===== src/rtl/fsp_pkg.sv =====
`timescale 1ns / 1ps
// ----------------------------------------------------------------------------
// fsp_pkg: shared types and constants for the IPv4 fragment size planner
// Holds header/MTU constants, the shared ALU opcodes and the result item type.
// ----------------------------------------------------------------------------
package fsp_pkg;

  localparam logic [15:0] HDR_BYTES = 16'd20;
  localparam logic [15:0] MTU_FLOOR = 16'd1044;
  localparam logic [15:0] MTU_RESET = 16'd1500;
  localparam logic [15:0] MF_BIT    = 16'h2000;
  localparam int          MAX_OUT   = 64;

  localparam int ALU_W = 24;

  localparam logic ALU_ADD = 1'b0;
  localparam logic ALU_SUB = 1'b1;

  typedef struct packed {
    logic             op;
    logic [ALU_W-1:0] a;
    logic [ALU_W-1:0] b;
  } alu_req_t;

  typedef struct packed {
    logic [15:0] byte_offset;
    logic [15:0] payload_length;
    logic [15:0] total_length;
    logic        more_fragments;
    logic [15:0] fragment_field;
    logic        last;
    logic        rejected;
  } res_t;

endpackage


===== src/rtl/ipv4_fragment_size_planner.sv =====
`timescale 1ns / 1ps
// ----------------------------------------------------------------------------
// ipv4_fragment_size_planner: IPv4 fragmentation plan generator
// Top level: APB register for the link MTU, input and result channels,
// and the result holding register in front of the receiver.
// ----------------------------------------------------------------------------
// Usage:
//   Input channel (in_valid/in_ready, packet_length) takes one packet length
//   per item, 20-byte header included. in_ready is high only while the
//   sequencer is idle; one item is worked on at a time.
//   Result channel (out_valid/out_ready) gives one item per fragment in offset
//   order, last set on the final one. A length of 20 or less gives a single
//   item with rejected and last set.
//   Sequence: the first result follows two 16-step restoring divisions and a
//   6-step shift-add multiply on the shared adder, with a second multiply
//   pass when the middle size is bumped by 8. Each fragment then goes through
//   remaining length, select/load and offset advance, up to 64 pieces. A
//   short packet's item is loaded at the reject step, and the sequencer then
//   returns to idle to take the next packet.
//   Stalls: a result waits in the output register; while it is not taken the
//   sequencer holds at its select step. Once the last result is loaded, the
//   advance step idles it; the next packet can be taken while that result waits.
//   Reset (rst, synchronous) sets mtu to 1500, empties the output register
//   and returns the sequencer to idle. Write mtu only while idle.
// ----------------------------------------------------------------------------
module ipv4_fragment_size_planner (
  input  logic        clk,
  input  logic        rst,
  // configuration
  input  logic        psel,
  input  logic        penable,
  input  logic        pwrite,
  input  logic [2:0]  paddr,
  input  logic [31:0] pwdata,
  output logic [31:0] prdata,
  output logic        pready,
  // input items
  input  logic        in_valid,
  output logic        in_ready,
  input  logic [15:0] packet_length,
  // result items
  output logic        out_valid,
  input  logic        out_ready,
  output logic [15:0] byte_offset,
  output logic [15:0] payload_length,
  output logic [15:0] total_length,
  output logic        more_fragments,
  output logic [15:0] fragment_field,
  output logic        last,
  output logic        rejected
);
  import fsp_pkg::*;

  logic [15:0] mtu;
  logic        seq_idle;
  logic        res_free;
  logic        res_load;
  res_t        res;
  res_t        out_item;

  // MTU register: word 0; the upper word decodes to nothing
  assign pready = 1'b1;
  assign prdata = paddr[2] ? 32'd0 : {16'd0, mtu};

  always_ff @(posedge clk) begin
    if (rst) begin
      mtu <= MTU_RESET;
    end else if (psel && penable && pwrite && pready && !paddr[2]) begin
      mtu <= pwdata[15:0];
    end
  end

  assign in_ready = seq_idle;

  fsp_planner u_planner (
    .clk      (clk),
    .rst      (rst),
    .mtu      (mtu),
    .start    (in_valid && in_ready),
    .plen     (packet_length),
    .idle     (seq_idle),
    .res_free (res_free),
    .res_load (res_load),
    .res      (res)
  );

  // Output register: load when empty or being drained this cycle.
  assign res_free = !out_valid || out_ready;

  always_ff @(posedge clk) begin
    if (rst) begin
      out_valid <= 1'b0;
    end else if (res_free) begin
      out_valid <= res_load;
    end
  end

  always_ff @(posedge clk) begin
    if (res_load) begin
      out_item <= res;
    end
  end

  assign byte_offset    = out_item.byte_offset;
  assign payload_length = out_item.payload_length;
  assign total_length   = out_item.total_length;
  assign more_fragments = out_item.more_fragments;
  assign fragment_field = out_item.fragment_field;
  assign last           = out_item.last;
  assign rejected       = out_item.rejected;

endmodule


===== src/rtl/fsp_alu.sv =====
`timescale 1ns / 1ps
// ----------------------------------------------------------------------------
// fsp_alu: shared add/subtract unit
// One adder used by the sequencer for divide steps, shift-add multiply and
// the fragment offset walk.
// ----------------------------------------------------------------------------
module fsp_alu (
  input  fsp_pkg::alu_req_t              req,
  output logic [fsp_pkg::ALU_W-1:0]      result
);
  import fsp_pkg::*;

  always_comb begin
    case (req.op)
      ALU_SUB: result = req.a - req.b;
      default: result = req.a + req.b;
    endcase
  end

endmodule


===== src/rtl/fsp_planner.sv =====
`timescale 1ns / 1ps
// ----------------------------------------------------------------------------
// fsp_planner: fragmentation sequencer
// Runs two restoring divisions, a shift-add multiply and the fragment walk,
// all on the one shared ALU, and hands out one result item at a time.
// ----------------------------------------------------------------------------
module fsp_planner (
  input  logic                clk,
  input  logic                rst,
  input  logic [15:0]         mtu,
  input  logic                start,
  input  logic [15:0]         plen,
  output logic                idle,
  input  logic                res_free,
  output logic                res_load,
  output fsp_pkg::res_t       res
);
  import fsp_pkg::*;

  localparam logic [3:0] S_IDLE  = 4'd0;
  localparam logic [3:0] S_REJ   = 4'd1;
  localparam logic [3:0] S_DIV   = 4'd2;
  localparam logic [3:0] S_MUL   = 4'd3;
  localparam logic [3:0] S_FIRST = 4'd4;
  localparam logic [3:0] S_CHK   = 4'd5;
  localparam logic [3:0] S_ADJ   = 4'd6;
  localparam logic [3:0] S_CALC  = 4'd7;
  localparam logic [3:0] S_SEL   = 4'd8;
  localparam logic [3:0] S_ADV   = 4'd9;

  logic [3:0]  state;
  logic [15:0] len;
  logic [15:0] mlim;      // effective mtu minus header
  logic [15:0] fmtu;
  logic [15:0] rem;
  logic [15:0] quo;
  logic [15:0] dvs;
  logic [3:0]  cnt;
  logic        div2;
  logic [6:0]  nfrag;
  logic [16:0] mid;
  logic [5:0]  nm1;
  logic [22:0] mcand;
  logic [22:0] prod;
  logic [16:0] first;
  logic        pass2;
  logic [15:0] off;
  logic [15:0] left;
  logic [5:0]  k;
  logic [15:0] flen_r;
  logic        last_r;

  alu_req_t         areq;
  logic [ALU_W-1:0] ares;

  fsp_alu u_alu (
    .req    (areq),
    .result (ares)
  );

  // divide step helpers
  logic [16:0] shifted;
  logic        dbit;
  logic [15:0] rem_new;
  logic [15:0] quo_new;

  // fragment select helpers
  logic [16:0] pick;
  logic [15:0] flen;
  logic        more;
  logic        is_last;

  // setup helpers
  logic [15:0] m_eff;
  logic [15:0] mlim_in;

  assign m_eff   = (mtu < MTU_FLOOR) ? MTU_FLOOR : mtu;
  assign mlim_in = m_eff - HDR_BYTES;

  assign shifted = {rem, quo[15]};
  assign dbit    = ~ares[ALU_W-1];
  assign rem_new = dbit ? ares[15:0] : shifted[15:0];
  assign quo_new = {quo[14:0], dbit};

  always_comb begin
    areq.op = ALU_ADD;
    areq.a  = '0;
    areq.b  = '0;
    unique case (state)
      S_DIV: begin
        areq.op = ALU_SUB;
        areq.a  = {{(ALU_W-17){1'b0}}, shifted};
        areq.b  = {{(ALU_W-16){1'b0}}, dvs};
      end
      S_MUL: begin
        areq.a = {{(ALU_W-23){1'b0}}, prod};
        areq.b = {{(ALU_W-23){1'b0}}, mcand};
      end
      S_FIRST: begin
        areq.op = ALU_SUB;
        areq.a  = {{(ALU_W-17){1'b0}}, {1'b0, len} + 17'd7};
        areq.b  = {{(ALU_W-23){1'b0}}, prod};
      end
      S_ADJ: begin
        areq.a = {{(ALU_W-17){1'b0}}, mid};
        areq.b = {{(ALU_W-4){1'b0}}, 4'd8};
      end
      S_CALC: begin
        areq.op = ALU_SUB;
        areq.a  = {{(ALU_W-16){1'b0}}, len};
        areq.b  = {{(ALU_W-16){1'b0}}, off};
      end
      S_ADV: begin
        areq.a = {{(ALU_W-16){1'b0}}, off};
        areq.b = {{(ALU_W-16){1'b0}}, flen_r};
      end
      default: begin
        areq.op = ALU_ADD;
      end
    endcase
  end

  // Piece for this slot: whole tail if it fits, else first or middle size.
  always_comb begin
    if (left > mlim) begin
      pick = (off == 16'd0) ? first : mid;
    end else begin
      pick = {1'b0, left};
    end
    if (pick == 17'd0 || pick > {1'b0, left}) begin
      flen = left;
    end else begin
      flen = pick[15:0];
    end
    more    = flen < left;
    is_last = ~more || (k == 6'(MAX_OUT - 1));
  end

  always_comb begin
    res = '0;
    if (state == S_REJ) begin
      res.last     = 1'b1;
      res.rejected = 1'b1;
    end else begin
      res.byte_offset    = off;
      res.payload_length = flen;
      res.total_length   = flen + HDR_BYTES;
      res.more_fragments = more;
      res.fragment_field = {3'b000, off[15:3]} | (more ? MF_BIT : 16'h0000);
      res.last           = is_last;
      res.rejected       = 1'b0;
    end
  end

  assign idle     = (state == S_IDLE);
  assign res_load = res_free && (state == S_REJ || state == S_SEL);

  always_ff @(posedge clk) begin
    if (rst) begin
      state <= S_IDLE;
    end else begin
      unique case (state)
        S_IDLE: begin
          if (start) begin
            if (plen <= HDR_BYTES) begin
              state <= S_REJ;
            end else begin
              state <= S_DIV;
            end
          end
        end
        S_REJ: begin
          if (res_free) begin
            state <= S_IDLE;
          end
        end
        S_DIV: begin
          if (cnt == 4'd15) begin
            state <= div2 ? S_MUL : S_DIV;
          end
        end
        S_MUL: begin
          if (cnt == 4'd5) begin
            state <= S_FIRST;
          end
        end
        S_FIRST: state <= S_CHK;
        S_CHK: begin
          if (!pass2 && first > {1'b0, fmtu}) begin
            state <= S_ADJ;
          end else begin
            state <= S_CALC;
          end
        end
        S_ADJ:  state <= S_MUL;
        S_CALC: state <= S_SEL;
        S_SEL: begin
          if (res_free) begin
            state <= S_ADV;
          end
        end
        S_ADV:  state <= last_r ? S_IDLE : S_CALC;
        default: state <= S_IDLE;
      endcase
    end
  end

  // datapath registers
  always_ff @(posedge clk) begin
    unique case (state)
      S_IDLE: begin
        len   <= plen - HDR_BYTES;
        mlim  <= mlim_in;
        fmtu  <= {mlim_in[15:3], 3'b000};
        rem   <= '0;
        quo   <= plen - HDR_BYTES;
        dvs   <= {mlim_in[15:3], 3'b000};
        cnt   <= '0;
        div2  <= 1'b0;
        pass2 <= 1'b0;
      end
      S_DIV: begin
        rem <= rem_new;
        quo <= quo_new;
        cnt <= cnt + 4'd1;
        if (cnt == 4'd15) begin
          cnt <= '0;
          if (!div2) begin
            // fragment count, then divide the payload by it
            nfrag <= quo_new[6:0] + ((rem_new != 16'd0) ? 7'd1 : 7'd0);
            dvs   <= {9'd0, quo_new[6:0] + ((rem_new != 16'd0) ? 7'd1 : 7'd0)};
            rem   <= '0;
            quo   <= len;
            div2  <= 1'b1;
          end else begin
            mid   <= {1'b0, quo_new[15:3], 3'b000};
            mcand <= {7'd0, quo_new[15:3], 3'b000};
            nm1   <= 6'(nfrag - 7'd1);
            prod  <= '0;
          end
        end
      end
      S_MUL: begin
        if (nm1[0]) begin
          prod <= ares[22:0];
        end
        mcand <= {mcand[21:0], 1'b0};
        nm1   <= {1'b0, nm1[5:1]};
        cnt   <= (cnt == 4'd5) ? 4'd0 : cnt + 4'd1;
      end
      S_FIRST: begin
        // a negative difference wraps huge; hold it above any piece length
        if (ares[ALU_W-1]) begin
          first <= '1;
        end else begin
          first <= {ares[16:3], 3'b000};
        end
      end
      S_CHK: begin
        if (!pass2 && first > {1'b0, fmtu}) begin
          pass2 <= 1'b1;
        end else begin
          if (first < mid) begin
            first <= mid;
          end
          off <= '0;
          k   <= '0;
        end
      end
      S_ADJ: begin
        mid   <= ares[16:0];
        mcand <= {6'd0, ares[16:0]};
        nm1   <= 6'(nfrag - 7'd1);
        prod  <= '0;
        cnt   <= '0;
      end
      S_CALC: begin
        left <= ares[15:0];
      end
      S_SEL: begin
        flen_r <= flen;
        last_r <= is_last;
      end
      S_ADV: begin
        off <= ares[15:0];
        k   <= k + 6'd1;
      end
      default: begin
        cnt <= cnt;
      end
    endcase
  end

endmodule


===== config.mk =====
export PLATFORM = sky130hd
export DESIGN_NAME = ipv4_fragment_size_planner
export DESIGN_NICKNAME = d
export VERILOG_FILES = /design/src/rtl/fsp_pkg.sv /design/src/rtl/ipv4_fragment_size_planner.sv /design/src/rtl/fsp_alu.sv /design/src/rtl/fsp_planner.sv
export SDC_FILE = /design/constraint.sdc
export NUM_CORES = 1
export LEC_CHECK = 0
export ABC_AREA = 0
export BUFFER_PORTS_ARGS = -buffer_cell sky130_fd_sc_hd__buf_2
export CAP_MARGIN = 0
export CORE_UTILIZATION = 65
export CTS_BUF_LIST = sky130_fd_sc_hd__clkbuf_16
export DETAILED_ROUTE_END_ITERATION = 7
export MAX_ROUTING_LAYER = met4
export PLACE_DENSITY_LB_ADDON = 0.25
export SLEW_MARGIN = 40
export SYNTH_ARGS = -nofsm -noshare
export SYNTH_HDL_FRONTEND = slang
export SYNTH_SLANG_ARGS = --single-unit

===== constraint.sdc =====
create_clock -name clk -period 12.7 [get_ports clk]
set_clock_uncertainty 0.05 [all_clocks]
set_input_delay 1.905 -clock clk [delete_from_list [all_inputs] [get_ports clk]]
set_output_delay 1.905 -clock clk [all_outputs]
set_load 0.01 [all_outputs]

==> results.cfg <==
[synth]
yosys_warnings = 0
synth-main-ff-cell = edfxtp_1
syn_inst = 1929
yosys.area_share.adder = 0.08998
synth-seq-cells = 303
synth_edf_count = 282
yosysUniqueCellTypes = 89
synth-compound-area-share = 0.1529
synth_top_family_by_area = simple AND/OR/NAND/NOR gates
synth.avg_cell_area_sq_um = 9.876
async_reset_ff_frac = 0
synth_xor_area_frac = 0.03251
synthSimpleGateAreaFrac = 0.1769
synth_area_sq_um = 19050
synthMuxAreaShare = 0.02404
ys_seq_area_frac = 0.4666

[placement]
port_buffers = 122
dp_hpwl_um = 41080
gp_congestion = 1.067
placed_area_sq_um = 19930
place_ws_ns = 5.145

[global_route]
grt_use_total = 0.3829
grt_pass1_wl_um = 84810
grt_max_degree = 55
antenna_found_initial = 0
grt_pass1_vias = 14660
grt_overflow = 0

[sta]
slew_viol_final = 0
finalHoldViolCount = 0
finalWorstSetupSlack_ns = 4.793
min_period_ns = 7.907
worst_pin_slew_ns = 0.8221
min_period_over_period = 0.6226
fmax_ghz = 0.1265
fin_setup_tns_ns = 0
rsz0062_at_grt = no
setup_viol = 0
maxSlewHeadroom = 0.4505

[setup_path]
crit_path_cell_trace = inv_1, nor2_1, nand2_1, inv_2, buf_4, nand2_1, and4_1, ha_1, nor2_1, o311a_1, a221oi_2, o31ai_1, a221oi_2, mux2i_1, xnor2_2, inv_1, nor4_1, a41oi_1, ha_1, and3_1, xor2_1, nor2_1, a21oi_1
slowest_stage = dfxtp_1
worstPathArrival_ns = 8.26
slowest_delay_ns = 0.81
startpoint_type = flip-flop
cp_max_fo = 38
cp.required_ns = 13.05
path_delay_family = simple AND/OR/NAND/NOR gates
r2r_setup_slack_ns = 4.79
path_common_cell = nor2_1
crit_path_end_kind = flip-flop
cp.buffers_inverters = 4
crit_type = flip-flop to flip-flop

[clock_tree]
insertion_delay_ns = 0.57
cts.path.max_buffers = 3
root_buffer = clkbuf_16
cts_resized = 0
htreeDepth = 1
cts_tree = yes
cts_hold_buffers = 0
cts.sinks = 303
path_clk_slew_ns = 0.06
post_cts_buffers = 0
cts_buffers = 31

[job]
maxCapViolCount = 0

[power]
power.leakage_nw = 8.780
power.density_nw_per_um2 = 161.2
power_w = 0.003398
ir_worst_vdd_mv = 0.1358

[drt]
wirelength_um = 55780
via_count = 15760
vias_per_cell = 6.492
drtIter0Drc = 1882
dr.pass1.iters = 8
drc = 0
antenna_left = 0
wire_per_inst_um = 22.98

[layout]
nFillCells = 2110
drive_gt1_frac = 0.1225
final_area_sq_um = 21080
utilization = 0.7323
layout_commonest_cell = edfxtp_1
mostFrequentLayoutCells = 282 x edfxtp_1, 210 x nor2_1, 198 x nand2_1
syn_to_final_growth_pct = 10.63
final_nets = 2210

[run_status]
outcome = completed

[floorplan]
die_area_sq_um = 30000
initial_core_util = 0.6619
fp-row-count = 62
die_w_um = 173.2
core-area_sq_um = 28780
ioPinCount = 160
die_height_um = 173.2

[min_path]
hold_class = flip-flop to flip-flop
-- routing by layer --
| layer | GRT usage | part of all wire | vias to the layer above |
|---|---|---|---|
| met5 | - | 0 | - |
| met2 | 0.5512 | 0.42 | 985 |
| met1 | 0.5072 | 0.40 | 7429 |
| met3 | 0.08663 | 0.12 | 198 |
| met4 | 0.1999 | 0.061 | 0 |
| li1 | - | - | 7143 |
-- area by class of cell --
| class | count | area (sq um) | area share |
|---|---|---|---|
| multi-input combinational | 1397 | 9223 | 0.4376 |
| inverter | 134 | 503.0 | 0.02387 |
| antenna | 2 | 5.005 | 0.0002375 |
| sequential | 303 | 8889 | 0.4218 |
| tap | 384 | 480.5 | 0.02280 |
| timing repair buffer | 150 | 840.8 | 0.03990 |
| clock inverter | 26 | 359.1 | 0.01704 |
| clock buffer | 31 | 775.7 | 0.03681 |
-- tightest hold or removal path, delay by kind of cell (launching register included) --
family,cells,cell delay (ns)
compound gates,1,0.05
flops,1,0.32
simple gates,1,0.05
-- cell families (layout without fill, tap and decap cells) --
| kind of cell | count (synthesis) | after routing |
|---|---|---|
| flip-flops | 303 | 303 |
| buffers and inverters | 246 | 341 |
| AO/OA/AOI/OAI | 426 | 426 |
| XOR/XNOR | 69 | 69 |
| other | 2 | 21 |
| multiplexers | 44 | 44 |
| AND/OR/NAND/NOR | 703 | 703 |
| adder cells (fa/ha/maj) | 136 | 136 |
-- path summary, 6_finish.rpt --
check	startpoint	to	cells after the start
max	u_planner.state[1]	u_planner.dvs[3]	23
min reg2reg	mtu[1]	mtu[1]	2
max reg2reg	u_planner.state[1]	u_planner.dvs[3]	23
min	mtu[1]	mtu[1]	2
-- where the power goes --
group | switching (W) | leakage (nW) | internal, W
clock network | 0.000393 | 0.567 | 0.000627
logic | 0.000658 | 5.40 | 0.000362
registers | 0.000108 | 2.82 | 0.00125
total | 0.00116 | 8.78 | 0.00224
-- Yosys cell counts (26+ instances only) --
cell type,n,share of area
mux2i_1,36,0.019
nand2_1,201,0.040
inv_1,133,0.026
ha_1,133,0.087
nor3_1,29,0.0076
buf_4,38,0.015
a21oi_1,88,0.023
o21ai_0,91,0.024
edfxtp_1,282,0.44
a31oi_1,27,0.0089
a21o_1,29,0.011
nor2_1,216,0.043
nor2b_1,57,0.019
nor4_1,26,0.0085
xnor2_1,39,0.018
xor2_1,28,0.013
a22oi_1,45,0.018
and2_1,38,0.012
nand3_1,30,0.0079
clkbuf_1,59,0.012
-- flip-flops by register name, summed over array words and instances, names as in the netlist, 13 cells and up --
register / count
u_planner.prod: 23
u_planner.flen_r: 16
u_planner.mcand: 23
u_planner.len: 16
u_planner.rem: 16
u_planner.left: 16
byte_offset: 15
payload_length: 16
mtu: 16
total_length: 14
u_planner.fmtu: 13
u_planner.quo: 16
u_planner.dvs: 16
u_planner.first: 17
u_planner.off: 16
u_planner.mid: 17
-- metrics by stage --
| step | cells | hold WS, ns |
|---|---|---|
| after floorplan | 1946 | 0.3902 |
| after global placement | 2367 | 0.4019 |
| after detailed placement | 2368 | 0.4092 |
| after CTS | 2425 | 0.4177 |
| after global routing | 2425 | 0.4316 |
| final | 2427 | 0.4209 |
Note: power is estimated with default switching activity, not from simulation.
